File: src/epwbc_pkg.sv
// shared types and constants for the eeprom page write-back cache
`default_nettype none

package epwbc_pkg;

  // request opcodes
  localparam logic [2:0] OP_WRITE = 3'd0;
  localparam logic [2:0] OP_READ  = 3'd1;
  localparam logic [2:0] OP_FLUSH = 3'd2;
  localparam logic [2:0] OP_FILL  = 3'd3;
  localparam logic [2:0] OP_FAIL  = 3'd4;

  // result kinds
  localparam logic [1:0] KIND_READ     = 2'd0;
  localparam logic [1:0] KIND_DIRTY    = 2'd1;
  localparam logic [1:0] KIND_FILL_REQ = 2'd2;
  localparam logic [1:0] KIND_ERROR    = 2'd3;

  localparam int unsigned ADDR_W = 19;
  localparam int unsigned DEV_W  = 7;
  localparam logic [DEV_W-1:0] DEVICE_BASE_RESET = 7'd80;

  typedef struct packed {
    logic [2:0]        op;
    logic [ADDR_W-1:0] addr;
    logic [7:0]        data;
  } req_t;

  typedef struct packed {
    logic [1:0]       kind;
    logic [DEV_W-1:0] device_address;
    logic [15:0]      word_address;
    logic [7:0]       data_res;
    logic             run_start;
    logic             last;
  } res_t;

endpackage

`default_nettype wire

File: src/eeprom_page_write_back_cache.sv
// Single-page write-back cache for a serial EEPROM. One page of PAGE_BYTES bytes
// (a power of two, 8 to 32) is held with a dirty flag per byte. A request is taken
// only while the sequencer is idle. Each request passes through accept, decode and
// act; a read hit or the final fill byte adds a page memory read and the result. A
// flush scans the byte positions in order, emits each dirty byte and ends once the
// flags are all clear, since the page memory delivers one byte per read. The act,
// flush emit and result steps wait while res_stall holds back a result.
`default_nettype none

module eeprom_page_write_back_cache
  import epwbc_pkg::*;
#(
  parameter int unsigned PAGE_BYTES = 32
) (
  input  wire logic        clk,
  input  wire logic        rst,
  input  wire logic        req_valid,
  output logic             req_stall,
  input  wire req_t        req,
  output logic             res_valid,
  input  wire logic        res_stall,
  output res_t             res,
  input  wire logic        psel,
  input  wire logic        penable,
  input  wire logic        pwrite,
  input  wire logic [2:0]  paddr,
  input  wire logic [31:0] pwdata,
  output logic [31:0]      prdata,
  output logic             pready
);

  localparam int unsigned OFF_W = $clog2(PAGE_BYTES);
  localparam int unsigned TAG_W = ADDR_W - OFF_W;
  localparam logic [OFF_W-1:0] LAST_OFF = OFF_W'(PAGE_BYTES - 1);

  typedef enum logic [6:0] {
    ST_IDLE     = 7'b0000001,
    ST_DECODE   = 7'b0000010,
    ST_FLUSH    = 7'b0000100,
    ST_FL_OUT   = 7'b0001000,
    ST_ACT      = 7'b0010000,
    ST_RD_ISSUE = 7'b0100000,
    ST_RD_OUT   = 7'b1000000
  } state_t;

  state_t                  state;
  req_t                    r_req;
  logic [DEV_W-1:0]        device_base;
  logic [7:0]              page_mem [PAGE_BYTES];
  logic [7:0]              rdata;
  logic [PAGE_BYTES-1:0]   dirty;
  logic [PAGE_BYTES-1:0]   dirty_rest;
  logic [TAG_W-1:0]        page_tag;
  logic                    page_valid;
  logic                    page_modified;
  logic                    fill_pending;
  logic [OFF_W-1:0]        fill_pos;
  logic [OFF_W-1:0]        req_offset;
  logic [OFF_W-1:0]        idx;
  logic                    prev;
  logic                    retag;
  logic [OFF_W-1:0]        rd_ptr;
  logic [OFF_W-1:0]        rd_addr;
  logic                    mem_we;
  logic [OFF_W-1:0]        mem_wa;
  logic [7:0]              mem_wd;
  logic                    out_free;
  logic                    res_load;
  res_t                    res_next;
  logic [TAG_W-1:0]        in_tag;
  logic [OFF_W-1:0]        in_off;
  logic                    tag_hit;
  logic                    need_flush;
  logic                    valid_eff;
  logic                    cfg_we;

  function automatic res_t make_res(input logic [1:0] kind, input logic [ADDR_W-1:0] baddr,
                                    input logic [7:0] d, input logic run, input logic lst,
                                    input logic [DEV_W-1:0] base);
    res_t r;
    r.kind           = kind;
    r.device_address = base + DEV_W'(baddr[ADDR_W-1:16]);
    r.word_address   = baddr[15:0];
    r.data_res       = d;
    r.run_start      = run;
    r.last           = lst;
    return r;
  endfunction

  // apb register port
  assign pready = 1'b1;
  assign cfg_we = psel && penable && pwrite && (paddr[2] == 1'b0);
  assign prdata = (paddr[2] == 1'b0) ? {25'd0, device_base} : 32'd0;

  assign req_stall = (state != ST_IDLE);
  assign out_free  = !res_valid || !res_stall;

  assign in_tag     = r_req.addr[ADDR_W-1:OFF_W];
  assign in_off     = r_req.addr[OFF_W-1:0];
  assign tag_hit    = (in_tag == page_tag);
  assign valid_eff  = page_valid && !retag;
  assign need_flush = ((r_req.op == OP_WRITE) && !tag_hit) ||
                      ((r_req.op == OP_READ) && (page_modified || !tag_hit)) ||
                      (r_req.op == OP_FLUSH);

  // the scan walks idx, otherwise the pointer set by the act step
  assign rd_addr = ((state == ST_FLUSH) || (state == ST_FL_OUT)) ? idx : rd_ptr;

  always_comb begin
    dirty_rest      = dirty;
    dirty_rest[idx] = 1'b0;
  end

  always_comb begin
    mem_we = 1'b0;
    mem_wa = in_off;
    mem_wd = r_req.data;
    if ((state == ST_ACT) && out_free) begin
      if (r_req.op == OP_WRITE) begin
        mem_we = 1'b1;
      end else if ((r_req.op == OP_FILL) && fill_pending) begin
        mem_we = 1'b1;
        mem_wa = fill_pos;
      end
    end
  end

  always_ff @(posedge clk) begin
    if (mem_we) begin
      page_mem[mem_wa] <= mem_wd;
    end
    rdata <= page_mem[rd_addr];
  end

  always_comb begin
    res_load = 1'b0;
    res_next = make_res(KIND_READ, {page_tag, rd_ptr}, rdata, 1'b0, 1'b1, device_base);
    unique case (state)
      ST_FL_OUT: begin
        res_load = out_free;
        // last dirty byte ends the item unless a read still follows
        res_next = make_res(KIND_DIRTY, {page_tag, idx}, rdata, !prev,
                            (dirty_rest == '0) && (r_req.op != OP_READ), device_base);
      end
      ST_ACT: begin
        if ((r_req.op == OP_READ) && !valid_eff) begin
          res_load = out_free;
          res_next = make_res(KIND_FILL_REQ, {in_tag, {OFF_W{1'b0}}}, 8'd0, 1'b0, 1'b1,
                              device_base);
        end else if ((r_req.op == OP_FAIL) && fill_pending) begin
          res_load = out_free;
          res_next = make_res(KIND_ERROR, {page_tag, req_offset}, 8'd0, 1'b0, 1'b1,
                              device_base);
        end
      end
      ST_RD_OUT: begin
        res_load = out_free;
      end
      default: begin
        res_load = 1'b0;
      end
    endcase
  end

  always_ff @(posedge clk) begin
    if (res_load) begin
      res <= res_next;
    end
    if (req_valid && !req_stall) begin
      r_req <= req;
    end
  end

  always_ff @(posedge clk) begin
    if (rst) begin
      state         <= ST_IDLE;
      res_valid     <= 1'b0;
      device_base   <= DEVICE_BASE_RESET;
      dirty         <= '0;
      page_tag      <= '0;
      page_valid    <= 1'b0;
      page_modified <= 1'b0;
      fill_pending  <= 1'b0;
      fill_pos      <= '0;
      req_offset    <= '0;
      idx           <= '0;
      prev          <= 1'b0;
      retag         <= 1'b0;
      rd_ptr        <= '0;
    end else begin
      if (res_load) begin
        res_valid <= 1'b1;
      end else if (!res_stall) begin
        res_valid <= 1'b0;
      end
      if (cfg_we) begin
        device_base <= pwdata[DEV_W-1:0];
      end
      unique case (state)
        ST_IDLE: begin
          if (req_valid) begin
            state <= ST_DECODE;
          end
        end
        ST_DECODE: begin
          // write, read and flush abandon a pending fill
          if ((r_req.op == OP_WRITE) || (r_req.op == OP_READ) || (r_req.op == OP_FLUSH)) begin
            fill_pending <= 1'b0;
          end
          retag <= need_flush;
          idx   <= '0;
          prev  <= 1'b0;
          if (need_flush && page_modified) begin
            state <= ST_FLUSH;
          end else begin
            state <= ST_ACT;
          end
        end
        ST_FLUSH: begin
          if (dirty == '0) begin
            page_modified <= 1'b0;
            state         <= ST_ACT;
          end else if (dirty[idx]) begin
            state <= ST_FL_OUT;
          end else begin
            prev <= 1'b0;
            idx  <= idx + 1'b1;
          end
        end
        ST_FL_OUT: begin
          if (out_free) begin
            dirty[idx] <= 1'b0;
            prev       <= 1'b1;
            idx        <= idx + 1'b1;
            state      <= ST_FLUSH;
          end
        end
        ST_ACT: begin
          if (out_free) begin
            state <= ST_IDLE;
            unique case (r_req.op)
              OP_WRITE: begin
                page_tag      <= in_tag;
                dirty[in_off] <= 1'b1;
                page_valid    <= 1'b0;
                page_modified <= 1'b1;
              end
              OP_READ: begin
                if (retag) begin
                  page_tag   <= in_tag;
                  page_valid <= 1'b0;
                end
                if (!valid_eff) begin
                  fill_pending <= 1'b1;
                  fill_pos     <= '0;
                  req_offset   <= in_off;
                end else begin
                  rd_ptr <= in_off;
                  state  <= ST_RD_ISSUE;
                end
              end
              OP_FILL: begin
                if (fill_pending) begin
                  if (fill_pos == LAST_OFF) begin
                    fill_pending <= 1'b0;
                    fill_pos     <= '0;
                    page_valid   <= 1'b1;
                    rd_ptr       <= req_offset;
                    state        <= ST_RD_ISSUE;
                  end else begin
                    fill_pos <= fill_pos + 1'b1;
                  end
                end
              end
              OP_FAIL: begin
                if (fill_pending) begin
                  fill_pending <= 1'b0;
                  fill_pos     <= '0;
                  page_valid   <= 1'b0;
                end
              end
              default: begin
                page_valid <= page_valid;
              end
            endcase
          end
        end
        ST_RD_ISSUE: begin
          state <= ST_RD_OUT;
        end
        ST_RD_OUT: begin
          if (out_free) begin
            state <= ST_IDLE;
          end
        end
        default: begin
          state <= ST_IDLE;
        end
      endcase
    end
  end

  // a page with a fill outstanding is never valid
  a_fill_not_valid: assert property (@(posedge clk) disable iff (rst)
    fill_pending |-> !page_valid)
    else $error("fill pending on a valid page");

  // between requests the modified mark tracks the dirty flags
  a_modified_dirty: assert property (@(posedge clk) disable iff (rst)
    (state == ST_IDLE) |-> (page_modified == (|dirty)))
    else $error("modified mark out of step with dirty flags");

  // the scan only emits bytes that are dirty
  a_emit_dirty: assert property (@(posedge clk) disable iff (rst)
    (state == ST_FL_OUT) |-> dirty[idx])
    else $error("flush emitting a clean byte");

  // a fill request result leaves a fill outstanding
  a_fill_req: assert property (@(posedge clk) disable iff (rst)
    (res_load && (res_next.kind == KIND_FILL_REQ)) |=> fill_pending)
    else $error("fill request without pending fill");

endmodule

`default_nettype wire

File: config.mk
export PLATFORM = sky130hd
export DESIGN_NAME = eeprom_page_write_back_cache
export DESIGN_NICKNAME = d
export VERILOG_FILES = /design/src/epwbc_pkg.sv /design/src/eeprom_page_write_back_cache.sv
export SDC_FILE = /design/constraint.sdc
export NUM_CORES = 1
export LEC_CHECK = 0
export BUFFER_PORTS_ARGS = -buffer_cell sky130_fd_sc_hd__buf_2
export CAP_MARGIN = 10
export CORE_ASPECT_RATIO = 0.75
export CORE_UTILIZATION = 35
export CTS_BUF_LIST = sky130_fd_sc_hd__clkbuf_2
export DETAILED_ROUTE_END_ITERATION = 8
export PLACE_DENSITY = 0.57
export SYNTH_ARGS = -nofsm -noshare
export SYNTH_HDL_FRONTEND = slang
export SYNTH_SLANG_ARGS = --single-unit
export TNS_END_PERCENT = 1
File: constraint.sdc
create_clock -name clk -period 6.34 [get_ports clk]
set_clock_uncertainty 0.05 [all_clocks]
set_input_delay 1.585 -clock clk [delete_from_list [all_inputs] [get_ports clk]]
set_output_delay 1.585 -clock clk [all_outputs]
set_load 0.05 [all_outputs]
## Word-level counts from Yosys, hierarchy flattened

Memories as Yosys holds them, arrays and structs flattened. A register that Yosys moved wholly into a read port is not among the register bits.
Index checks and enable logic that the tools add are counted.

| cells by class | value |
|---|---|
| add/sub/neg operators | 4 |
| order comparisons | 4 |
| equality and inequality tests | 34 |
| multiplexer cells | 75 |
| bitwise gates (word level) | 5 |
| reduce and logical (&&, ||, !) cells | 51 |

Operators by type and width:

| kind | number |
|---|---|
| $mux W32 | 3 |
| $mux W5 | 15 |
| $mux W35 | 2 |
| $pmux W35 S2 | 1 |
| $logic_not A32 Y1 | 2 |
| $pmux W32 S2 | 1 |
| $mux W7 | 7 |
| $pmux W7 S7 | 1 |
| $and A32 B32 Y32 | 1 |
| $not A32 Y32 | 1 |
| $or A32 B32 Y32 | 1 |
| $pmux W5 S3 | 2 |
| $pmux W14 S2 | 1 |
| $mux W1 | 27 |
| $ne A2 B2 Y1 const B | 12 |
| $reduce_and A4 Y1 | 5 |
| $mux W6 | 3 |
| $logic_and A1 B1 Y1 | 15 |
| $add A7 B3 Y7 | 2 |
| $eq A14 B14 Y1 | 1 |
| $mux W14 | 1 |
| $lt A5 B6 Y1 const B | 2 |
| $pmux W6 S2 | 1 |
| $reduce_and A6 Y1 | 2 |
| 34 further kinds | 64 |

| storage, ports and cells | value |
|---|---|
| register bits | 151 |
| memory bits (writable) | 256 |
| bits of input ports | 72 |
| output and inout bits | 70 |
| word-level logic and storage cells | 197 |
| memories | 1 |

Memory list:

| memory | words | bits a word | read ports | clocked after Yosys merged registers in | write ports | line | text |
|---|---|---|---|---|---|---|---|
| page_mem | 32 | 8 | 1 | 1 | 1 | eeprom_page_write_back_cache.sv:49 | `logic [7:0] page_mem [PAGE_BYTES];` |

## Logic depth before layout (Yosys ltp)

| logic depth | value |
|---|---|
| depth after elaboration | 9 |
| depth in mapped cells | 10 |
| depth with buffers taken out | 8 |

## Worst setup path before layout

No wires, ideal clock.

| timing | value |
|---|---|
| kind | input port to output port |
| from | in paddr[2] |
| to | out prdata[0] |
| data arrival time | 2.274 ns |
| data required time | 4.705 ns |
| setup slack | 2.431 ns |
| stages | 1 |
| buffers on the path | 0 |
| cell sequence | nor2b_1 |

| on the way | value |
|---|---|
| word-level cells in the longest chain between the ends | 1 |

RTL lines:

| item | line | text |
|---|---|---|
| start, declared | eeprom_page_write_back_cache.sv:26 | `input wire logic [2:0] paddr,` |
| $mux W7 | eeprom_page_write_back_cache.sv:93 | `assign prdata = (paddr[2] == 1'b0) ? {25'd0, device_base} : 32'd0;` |
| end, declared | eeprom_page_write_back_cache.sv:28 | `output logic [31:0] prdata,` |

No other way between the ends.

## Worst setup path in the final report

| timing | value |
|---|---|
| from | reg state[6] |
| to | out req_stall |

| on the way | value |
|---|---|
| word-level cells in the longest chain between the ends | 1 |

RTL lines:

| item | line | text |
|---|---|---|
| start, declared | eeprom_page_write_back_cache.sv:46 | `state_t state;` |
| start signal, assigned | eeprom_page_write_back_cache.sv:176 | `state <= ST_IDLE;` |
| start signal, assigned | eeprom_page_write_back_cache.sv:202 | `state <= ST_DECODE;` |
| start signal, assigned | eeprom_page_write_back_cache.sv:214 | `state <= ST_FLUSH;` |
| $ne A7 B1 Y1 | eeprom_page_write_back_cache.sv:95 | `assign req_stall = (state != ST_IDLE);` |
| end, declared | eeprom_page_write_back_cache.sv:18 | `output logic req_stall,` |

No other way between the ends.

==> impl_metrics.tcl <==
set metrics [dict create \
    postRouteAntennaNets 0 \
    max_slew_margin_pct 23.1 \
    wl_per_cell_microns 19.9 \
    fp-row-count 71 \
    cts_hold_buf 0 \
    synth_edf_count 321 \
    r2r.worst_path.cells 7 \
    dieArea_sq_um 52400 \
    port-buffer-count 88 \
    setup_viol 0 \
    syn_inst 1425 \
    maxSlewViolCount 0 \
    layout_common_cells "edfxtp_1, nand2_1, clkbuf_2, nor2_1, mux2i_1" \
    power.density_nw_per_um2 250 \
    syn_to_final_growth_pct 10.5 \
    crit_type "reg -> out" \
    cts_tree "done" \
    fmax_ghz 0.232 \
    dr_total_vias 12100 \
    worst_slew_pin_slew_ps 1150 \
    clk_latency_ps 1060 \
    rsz0062_at_grt "false" \
    final_common_cell "edfxtp_1" \
    synth_ff_type "edfxtp_1" \
    ys_ff_latch 415 \
    numClockSinks 415 \
    cp-startpoint "state[6]$_SDFFE_PP0P_" \
    ys_types 76 \
    clkTransAtPathRegs_ps 110 \
    synth_warnings 0 \
    crit_path_end_kind "output port" \
    multi_input_area_sq_um 5970 \
    cap_violations 0 \
    ir_worst_vdd_uv 141 \
    clockBufferDepth 3 \
    worstPathMaxFanout 6 \
    cts-htree-levels 3 \
    leakagePower_nw 7.44 \
    antenna_found_initial 2 \
    die_h_microns 198 \
    postCtsSetupBuffers 0 \
    hold_end "rd_ptr[0]$_SDFFE_PP0P_" \
    core-area_sq_um 50500 \
    wirelength_microns 45700 \
    finalHoldViolations 0 \
    grt_pass1_wl_microns 69200 \
    numCtsBuffers 99 \
    register_area_sq_um 11500 \
    hold_depth 2 \
    final_cell_area_sq_um 19900 \
    nets 1641 \
    required_ps 4700 \
    drc 0 \
    first_iter_violations 1173 \
    min-delay-start "req_offset[0]$_SDFFE_PP0P_" \
    gp_congestion 0.933 \
    drt_pass1_iterations 5 \
    setup.worst_path.start_class "flip-flop" \
    hold_path.class "reg -> reg" \
    fin_crit_sh_pct 68.1 \
    ys_async_sr_fraction_pct 0 \
    status "complete, no violations" \
    cts_root_buf "clkbuf_2" \
    fill_cells 4879 \
    dp_hpwl_microns 29800 \
    post_dp_cell_area_sq_um 18900 \
    post_cts_resized 0 \
    cp.arrival_ps 2680 \
    period_needed_ps 4320 \
    drive_gt1_share_pct 19.0 \
    grt_max_degree 129 \
    grt_pass1_vias 11800 \
    start_util_pct 35.7 \
    gr-total-overflow 0 \
    finalSetupTns_ps 0 \
    avgSynthCellArea_sq_um 12.6 \
    die_x_microns 264 \
    worstReg2RegEnd "page_mem[16][5]$_DFFE_PP_" \
    grt_use_total_pct 17.4 \
    r2r_setup_slack_ps 2410 \
    ys_seq_area_share_pct 64.0 \
    vias_per_cell 5.27 \
    syn_area_sq_um 18000 \
    r2r-start "r_req[27]$_DFFE_PP_" \
    io_pins 142 \
]
[worst max path at each step]
stage                     cells after the start                   endpoint  slack, ps
after floorplan                               1                  prdata[0]       2430
after global placement                        7  page_mem[16][4]$_DFFE_PP_       1980
after detailed placement                      7  page_mem[10][2]$_DFFE_PP_       1860
after CTS                                     4                  req_stall       1940
after global routing                          4                  req_stall       1810
final                                         4                  req_stall       2020
[registers in the layout, summed over array words and instances (netlist names)]
name and cells:
dirty 32, rdata 8, fill_pending 1, in_off 5
fill_pos 5, r_req 3, req_offset 5, retag 1
res 35, res_valid 1, page_valid 1, page_mem 256
idx 5, page_tag 14, mem_wd 8, device_base 7
prev 1, in_tag 14, page_modified 1, state 7
rd_ptr 5
[synth_stat cells (all sizes together), types with 14 or more instances]
cell type / number / area, sq um
edfxtp: 321 / 9640
nand2: 196 / 738
nor2: 143 / 553
mux2i: 125 / 1250
dfxtp: 94 / 1880
a32oi: 67 / 587
buf: 60 / 390
a21oi: 40 / 200
clkbuf: 36 / 156
o21ai: 29 / 145
a22oi: 28 / 210
nor2b: 26 / 163
nand4: 25 / 156
nor3: 20 / 131
mux2: 18 / 203
nand3: 15 / 80.1
xnor2: 15 / 131
inv: 14 / 52.6
[power by group]
group | internal, W | switching (W)
Clock | 0.000730 | 0.00108
Sequential | 0.00295 | 0.0000358
Combinational | 0.0000415 | 0.000133
[kinds of logic (layout without fill, tap and decap cells)]
kind of cell	count (synthesis)	in the layout	synth area share (%)
AO/OA/AOI/OAI	205	205	8.30
other	2	27	0.0417
AND/OR/NAND/NOR	504	504	13.1
adder cells (fa/ha/maj)	14	14	1.06
XOR/XNOR	25	25	1.22
flip-flops	415	415	64.0
buffers and inverters	112	298	3.47
multiplexers	148	148	8.79
[layout make-up]
type	instances	share of cell area, %
clock buffer	156	3.92
clock inverter	25	0.805
timing repair buffer	103	2.94
antenna	1	0.0126
sequential	415	57.9
multi-input combinational	922	30.0
tap	657	4.13
inverter	14	0.264
[per-stage QoR]
step / power (W) / hold slack [ps] / instances / util [%] / setup slack [ps]
floorplan: 0.00317 / 404 / 1449 / - / 2430
global placement: 0.00322 / 423 / 2110 / 37.5 / 1980
detailed placement: 0.00323 / 440 / 2110 / 37.5 / 1860
CTS: 0.00504 / 442 / 2291 / 39.4 / 1940
global route: 0.00520 / 469 / 2293 / 39.4 / 1810
finish: 0.00498 / 444 / 2293 / 39.4 / 2020
[metal layers]
layer / track usage [%] / part of all wire [%]
met3: 5.15 / 8.9
met4: 4.93 / 1.5
met5: 0 / 0
met1: 25.4 / 48
met2: 24.7 / 42
[critical path, cell delays in order, from the launching register on]
cell and delay, ps:
dfxtp_1 400, nor4_1 460, nor2b_1 310, nand3b_1 210, buf_2 270
Note: power is estimated with default switching activity, not from simulation.
